## src/design/cdc_pkg.sv

```systemverilog
package cdc_pkg;

  localparam int WINDOW_DEPTH = 256;
  localparam int WIN_AW       = (WINDOW_DEPTH > 1) ? $clog2(WINDOW_DEPTH) : 1;

  localparam int SIZE_W   = 17;
  localparam int OFFSET_W = 48;
  localparam int COUNT_W  = 32;
  localparam int HASH_W   = 32;  // only the bits the 32-bit mask can see
  localparam int BYTE_W   = 8;

  localparam int OUT_DATA_RAW_W = SIZE_W + OFFSET_W + COUNT_W;
  localparam int OUT_DATA_W     = ((OUT_DATA_RAW_W + 7) / 8) * 8;

  localparam int CFG_IDX_W  = 2;
  localparam int CFG_DATA_W = 32;

  typedef enum logic [CFG_IDX_W-1:0] {
    CFG_MIN_SIZE = 2'd0,
    CFG_MAX_SIZE = 2'd1,
    CFG_MASK     = 2'd2
  } cfg_idx_t;

  typedef enum logic [1:0] {
    REASON_NONE    = 2'd0,
    REASON_CONTENT = 2'd1,
    REASON_MAX     = 2'd2,
    REASON_EOS     = 2'd3
  } end_reason_t;

  localparam logic [SIZE_W-1:0] MIN_SIZE_RST = SIZE_W'(8 * 1024);
  localparam logic [SIZE_W-1:0] MAX_SIZE_RST = SIZE_W'(64 * 1024);
  localparam logic [HASH_W-1:0] MASK_RST     = HASH_W'(32 * 1024 - 1);

endpackage

```

## src/design/content_defined_chunker.sv

```systemverilog
// Path from input request to result: input/window-read register, then result register.
// One byte per cycle unless out_tready stalls; the window memory is read one item ahead.
// Reset (rst_n low, synchronous): clears chunk size, hash, window position, offsets, chunk
// count and handshake state, and restores the configuration defaults. The window memory
// is not cleared: entries are ignored until the chunk has refilled the window.
module content_defined_chunker (
  input  logic                                clk,
  input  logic                                rst_n,
  // configuration write
  input  logic                                cfg_valid,
  output logic                                cfg_ready,
  input  logic [cdc_pkg::CFG_IDX_W-1:0]       cfg_index,
  input  logic [cdc_pkg::CFG_DATA_W-1:0]      cfg_data,
  // input bytes
  input  logic                                in_tvalid,
  output logic                                in_tready,
  input  logic [cdc_pkg::BYTE_W-1:0]          in_tdata,   // [7:0] data_byte
  input  logic                                in_tlast,   // stream_end
  // results
  output logic                                out_tvalid,
  input  logic                                out_tready,
  output logic [cdc_pkg::OUT_DATA_W-1:0]      out_tdata,  // [16:0] chunk_size,
                                                          // [64:17] chunk_start,
                                                          // [96:65] chunk_number, rest 0
  output logic                                out_tlast,  // chunk_end
  output logic [1:0]                          out_tuser   // end_reason
);

  localparam int AW = cdc_pkg::WIN_AW;

  // configuration
  logic [cdc_pkg::SIZE_W-1:0] min_size_r;
  logic [cdc_pkg::SIZE_W-1:0] max_size_r;
  logic [cdc_pkg::HASH_W-1:0] mask_r;

  // chunk state
  logic [cdc_pkg::SIZE_W-1:0]   size_r,   size_nxt;
  logic [cdc_pkg::HASH_W-1:0]   hash_r,   hash_nxt;
  logic [AW-1:0]                pos_r,    pos_nxt;
  logic [cdc_pkg::OFFSET_W-1:0] offset_r, offset_nxt;
  logic [cdc_pkg::OFFSET_W-1:0] start_r,  start_nxt;
  logic [cdc_pkg::COUNT_W-1:0]  num_r,    num_nxt;

  // input stage
  logic                       s1_valid_r;
  logic [cdc_pkg::BYTE_W-1:0] s1_byte_r;
  logic                       s1_last_r;
  logic [cdc_pkg::BYTE_W-1:0] rd_r;

  // window memory
  logic [cdc_pkg::BYTE_W-1:0] win_mem [cdc_pkg::WINDOW_DEPTH];
  logic [AW-1:0]              rd_addr;

  // result register
  logic                         out_valid_r;
  logic [cdc_pkg::SIZE_W-1:0]   o_size_r;
  logic [cdc_pkg::OFFSET_W-1:0] o_start_r;
  logic [cdc_pkg::COUNT_W-1:0]  o_num_r;
  cdc_pkg::end_reason_t         o_reason_r;

  logic                       adv;
  logic                       in_acc;
  logic [cdc_pkg::BYTE_W-1:0] leaving;
  logic [cdc_pkg::SIZE_W-1:0] size_inc;
  logic [AW-1:0]              pos_inc;
  cdc_pkg::end_reason_t       reason;
  logic                       chunk_close;

  assign adv       = s1_valid_r && (!out_valid_r || out_tready);
  assign in_tready = !s1_valid_r || adv;
  assign in_acc    = in_tvalid && in_tready;
  assign cfg_ready = 1'b1;

  always_comb begin
    // leaving byte exists only once the chunk has filled the window
    leaving  = (size_r >= cdc_pkg::SIZE_W'(cdc_pkg::WINDOW_DEPTH)) ? rd_r : '0;
    hash_nxt = (hash_r << 1) ^ cdc_pkg::HASH_W'(s1_byte_r)
             ^ (cdc_pkg::HASH_W'(leaving) << 3);
    size_inc = size_r + cdc_pkg::SIZE_W'(1);
    pos_inc  = (pos_r == AW'(cdc_pkg::WINDOW_DEPTH - 1)) ? '0 : pos_r + AW'(1);

    if (size_inc >= min_size_r && (hash_nxt & mask_r) == '0) begin
      reason = cdc_pkg::REASON_CONTENT;
    end else if (size_inc >= max_size_r) begin
      reason = cdc_pkg::REASON_MAX;
    end else if (s1_last_r) begin
      reason = cdc_pkg::REASON_EOS;
    end else begin
      reason = cdc_pkg::REASON_NONE;
    end
    chunk_close = (reason != cdc_pkg::REASON_NONE);

    offset_nxt = offset_r + cdc_pkg::OFFSET_W'(1);
    if (chunk_close) begin
      size_nxt  = '0;
      pos_nxt   = '0;
      start_nxt = offset_nxt;
      num_nxt   = num_r + cdc_pkg::COUNT_W'(1);
    end else begin
      size_nxt  = size_inc;
      pos_nxt   = pos_inc;
      start_nxt = start_r;
      num_nxt   = num_r;
    end

    // window address of the byte being accepted now
    rd_addr = adv ? pos_nxt : pos_r;
  end

  always_ff @(posedge clk) begin
    if (adv) begin
      win_mem[pos_r] <= s1_byte_r;
    end
    if (in_acc) begin
      rd_r <= win_mem[rd_addr];
    end
  end

  always_ff @(posedge clk) begin
    if (!rst_n) begin
      min_size_r <= cdc_pkg::MIN_SIZE_RST;
      max_size_r <= cdc_pkg::MAX_SIZE_RST;
      mask_r     <= cdc_pkg::MASK_RST;
    end else if (cfg_valid) begin
      case (cfg_index)
        cdc_pkg::CFG_MIN_SIZE: min_size_r <= cfg_data[cdc_pkg::SIZE_W-1:0];
        cdc_pkg::CFG_MAX_SIZE: max_size_r <= cfg_data[cdc_pkg::SIZE_W-1:0];
        cdc_pkg::CFG_MASK:     mask_r     <= cfg_data[cdc_pkg::HASH_W-1:0];
        default: ;
      endcase
    end
  end

  always_ff @(posedge clk) begin
    if (!rst_n) begin
      size_r      <= '0;
      hash_r      <= '0;
      pos_r       <= '0;
      offset_r    <= '0;
      start_r     <= '0;
      num_r       <= '0;
      s1_valid_r  <= 1'b0;
      out_valid_r <= 1'b0;
    end else begin
      if (in_tready) begin
        s1_valid_r <= in_tvalid;
      end
      if (adv) begin
        size_r      <= size_nxt;
        hash_r      <= chunk_close ? '0 : hash_nxt;
        pos_r       <= pos_nxt;
        offset_r    <= offset_nxt;
        start_r     <= start_nxt;
        num_r       <= num_nxt;
        out_valid_r <= 1'b1;
      end else if (out_tready) begin
        out_valid_r <= 1'b0;
      end
    end
  end

  always_ff @(posedge clk) begin
    if (in_acc) begin
      s1_byte_r <= in_tdata;
      s1_last_r <= in_tlast;
    end
    if (adv) begin
      o_size_r   <= size_inc;
      o_start_r  <= start_r;
      o_num_r    <= num_r;
      o_reason_r <= reason;
    end
  end

  assign out_tvalid = out_valid_r;
  assign out_tdata  = cdc_pkg::OUT_DATA_W'({o_num_r, o_start_r, o_size_r});
  assign out_tlast  = (o_reason_r != cdc_pkg::REASON_NONE);
  assign out_tuser  = o_reason_r;

endmodule
```

## config.mk

```make
export PLATFORM = sky130hd
export DESIGN_NAME = content_defined_chunker
export DESIGN_NICKNAME = d
export VERILOG_FILES = /design/src/design/cdc_pkg.sv /design/src/design/content_defined_chunker.sv
export SDC_FILE = /design/constraint.sdc
export NUM_CORES = 2
export LEC_CHECK = 0
export BUFFER_PORTS_ARGS = -buffer_cell sky130_fd_sc_hd__buf_4
export CAP_MARGIN = 20
export CORE_MARGIN = 5
export CORE_UTILIZATION = 40
export CTS_BUF_LIST = sky130_fd_sc_hd__clkbuf_2
export DETAILED_ROUTE_END_ITERATION = 8
export PLACE_DENSITY_LB_ADDON = 0.08
export SETUP_SLACK_MARGIN = 0.3
export SYNTH_ARGS = -nofsm -noshare
export SYNTH_HDL_FRONTEND = slang
export SYNTH_SLANG_ARGS = --single-unit
```

## constraint.sdc

```tcl
create_clock -name clk -period 7.2 [get_ports clk]
set_input_delay 1.08 -clock clk [delete_from_list [all_inputs] [get_ports clk]]
set_output_delay 1.08 -clock clk [all_outputs]
set_load 0.03 [all_outputs]
```

==> impl_metrics.yaml <==
status:
  status: "completed"
clock_network:
  clkSinkCount: 2416
  cts_buffer_depth: 4
  numCtsBuffers: 654
  cts_tree: "yes"
  cts_root_buf: "clkbuf_2"
  clk_pin_slew_ps: 100
  clkLatencyLatePin_ps: 1980
  cts_max_level: 6
logic_synthesis:
  synth_top_area_cell: "edfxtp_1"
  synth_ff_type: "edfxtp_1"
  yosysTopAreaCellShare_pct: 66.3
  synth.avg_cell_area_um2: 12.6
  synth_cells: 7792
  yosysUniqueCellTypes: 82
  synth_edf_count: 2164
  ys_ff_latch: 2416
  ys_warn_count: 0
  yosysMostFrequentCell: "edfxtp_1"
  synth_area_mm2: 0.0980
  synth-seq-area-share_pct: 71.4
  netlist_top_cells_count: "2164 x edfxtp_1, 1974 x nand2_1, 770 x nand3_1, 344 x nor2_1, 252 x dfxtp_1"
  yosys-top-cells-area: "edfxtp_1 66%, nand2_1 7.6%, dfxtp_1 5.1%"
  synthArstFlopShare_pct: 0
layout:
  fin_util_pct: 46.1
  final_nets: 8720
  syn2layout_area_growth_pct: 14.7
  drive_above_1_share_pct: 18.7
  num-fill-cells: 22700
setup_path:
  path_common_cell: "buf_4"
  required_ps: 8930
  ff2ff_setup_slack_ps: 460
  worstSetupPathType: "reg -> reg"
  endpoint_kind: "register"
  cp.arrival_ps: 8470
  start_kind: "register"
  worst_path_max_delay_cell: "or4_4"
  cp_max_fo: 12
  cpPeakStageDelay_ps: 630
  r2r_cells: 26
drt:
  vias_per_cell: 5.69
  wl_per_cell_um: 28.7
  route.vias.total: 69900
  first_pass_iters: 8
  initialDrtViolationCount: 7771
  drc: 0
  antenna_left: 0
  wirelength_um: 353000
die:
  ios: 158
  die_h_um: 505
  dieArea_mm2: 0.255
  rows: 181
  initial_core_util_pct: 40.2
  die_w_um: 505
  core_mm2: 0.244
power_and_ir_drop:
  comb_power_share_pct: 7.0
  ir_drop_mv: 0.155
  p_sw_w: 0.00714
  seqPwrFrac_pct: 57.0
  intPower_w: 0.0198
  clkPwrFrac_pct: 36.0
  swShare_pct: 26.5
  powerDensity_mw_per_mm2: 240
  p_leak_nw: 39.8
grt:
  grt_usage_pct: 26.9
  antenna_found_initial: 14
  grt_pass1_vias: 67600
  grt_max_degree: 174
  grt_pass1_wl_um: 500000
  gr-total-overflow: 0
sta:
  min_period_ps: 6740
  timing.slew.headroom_pct: 12.0
  setup_viol: 0
  worst_slew_pin_slew_ps: 1320
  finClkSkew_ps: 216
  whs_ps: 360
  rsz0062_at_grt: "false"
  fin_ws_ps: 460
  fin_crit_sh_pct: 93.6
  drv_slew: 0
  max_freq_ghz: 0.148
  finalHoldViolCount: 0
placed_design:
  io_buffer_count: 149
  place.gp.congestion: 0.894
  pre_cts_ws_ps: -199
  dp_hpwl_um: 220000
min_path:
  min_path_type: "in -> reg"
  hold_depth: 6
job:
  cap_viol_max_count: 0
## path summary, 6_finish.rpt
path                            startpoint                 endpoint
setup reg to reg    size_r[0]$_SDFFE_PN0P_        rd_r[5]$_DFFE_PP_
setup / recovery    size_r[0]$_SDFFE_PN0P_        rd_r[5]$_DFFE_PP_
hold reg to reg   start_r[33]$_SDFFE_PN0P_  o_start_r[33]$_DFFE_PP_
hold / removal                   cfg_valid  mask_r[11]$_SDFFE_PN1P_
## state kept, by name, indices dropped and copies added (netlist names), 2 cells and up
signal / flops
min_size_r: 17
offset_r: 48
s1_byte_r: 8
o_start_r: 48
hash_r: 31
rd_r: 8
max_size_r: 17
size_r: 17
pos_r: 8
mask_r: 32
start_r: 48
o_num_r: 32
out_tuser: 2
win_mem: 2048
num_r: 32
o_size_r: 17
## placed cells by master (no fill, tap or decap), drive strengths merged, types with 42 or more instances in the layout
master       instances
clkinv              85
inv                 59
and3                89
nand3              770
nor3                46
clkbuf             989
nand2             1975
o211a               56
nor2               346
mux2i              179
ha                  42
o21ai               84
dfxtp              252
nand4              133
edfxtp            2164
and2                81
buf                555
dlygate4sd3        117
a32oi               60
a21oi              193
xnor2               88
xor2                52
a22oi               79
a31oi              118
a21boi             105
## logic make-up (layout without fill, tap and decap cells)
family | Yosys count | in the layout | synth area share (%)
multiplexers | 187 | 187 | 1.94
AO/OA/AOI/OAI | 909 | 909 | 6.51
buffers and inverters | 544 | 1820 | 2.50
flip-flops | 2416 | 2416 | 71.4
other | 2 | 21 | 0.00766
adder cells (fa/ha/maj) | 42 | 42 | 0.536
AND/OR/NAND/NOR | 3552 | 3552 | 15.8
XOR/XNOR | 140 | 140 | 1.25
## worst max-delay path: cells and delay by family (launching register included)
| kind | cells | cell delay, ps |
|---|---|---|
| DFF | 1 | 360 |
| and+or+nand+nor | 12 | 3250 |
| adders and majority gates | 2 | 580 |
| AOI/OAI and AO/OA | 6 | 1210 |
| xor gates and xnor gates | 1 | 190 |
| buffers and inverters | 5 | 890 |
## per-layer routing
layer | share of wire, % | track usage, % | routed length (µm)
met1 | 42 | 37.2 | 149000
met2 | 45 | 41.2 | 159000
met3 | 8.9 | 6.17 | 31300
met4 | 4.0 | 10.6 | 14000
met5 | 0.0068 | 0 | 24
## through the flow
step / instance area, µm² / total power, W / setup TNS [ps] / std cells
final: 112000 / 0.0270 / 0 / 12300
after global routing: 112000 / 0.0281 / 0 / 12300
after CTS: 112000 / 0.0272 / 0 / 12200
after detailed placement: 105000 / 0.0175 / -324 / 11000
after global placement: 105000 / 0.0175 / -597 / 11000
after floorplan: 98200 / 0.0167 / 0 / 7798
## power by group through the flow
stage / Clock [W] / Combinational [W] / Sequential, W
2_1_floorplan: 0 / 0.000849 / 0.0159
5_1_grt: 0.0107 / 0.00200 / 0.0154
6_report: 0.00971 / 0.00189 / 0.0154
3_5_place_dp: 0 / 0.00178 / 0.0157
3_3_place_gp: 0 / 0.00178 / 0.0157
4_1_cts: 0.00995 / 0.00185 / 0.0154
## final cells by class
class                   instances  area [µm²]  area share, %
flip-flops and latches       2416       70000           62.3
multi-input cells            4838       26100           23.3
repair buffers                675        6370           5.67
clock buffers                 986        4930           4.39
well taps                    3202        4010           3.56
clock inverters               114         747          0.664
inverters                      45         176          0.157
diodes                         13        32.5         0.0289
## timing repair
item	in CTS	in global routing
cloned	0	3
hold buffers	118	0
buffers inserted	12	22
endpoints found under the hold margin	289	0
setup endpoints to repair	8	8
pin swaps	5	14
gates resized for setup	16	43
Power figures use the tool's default switching activity.
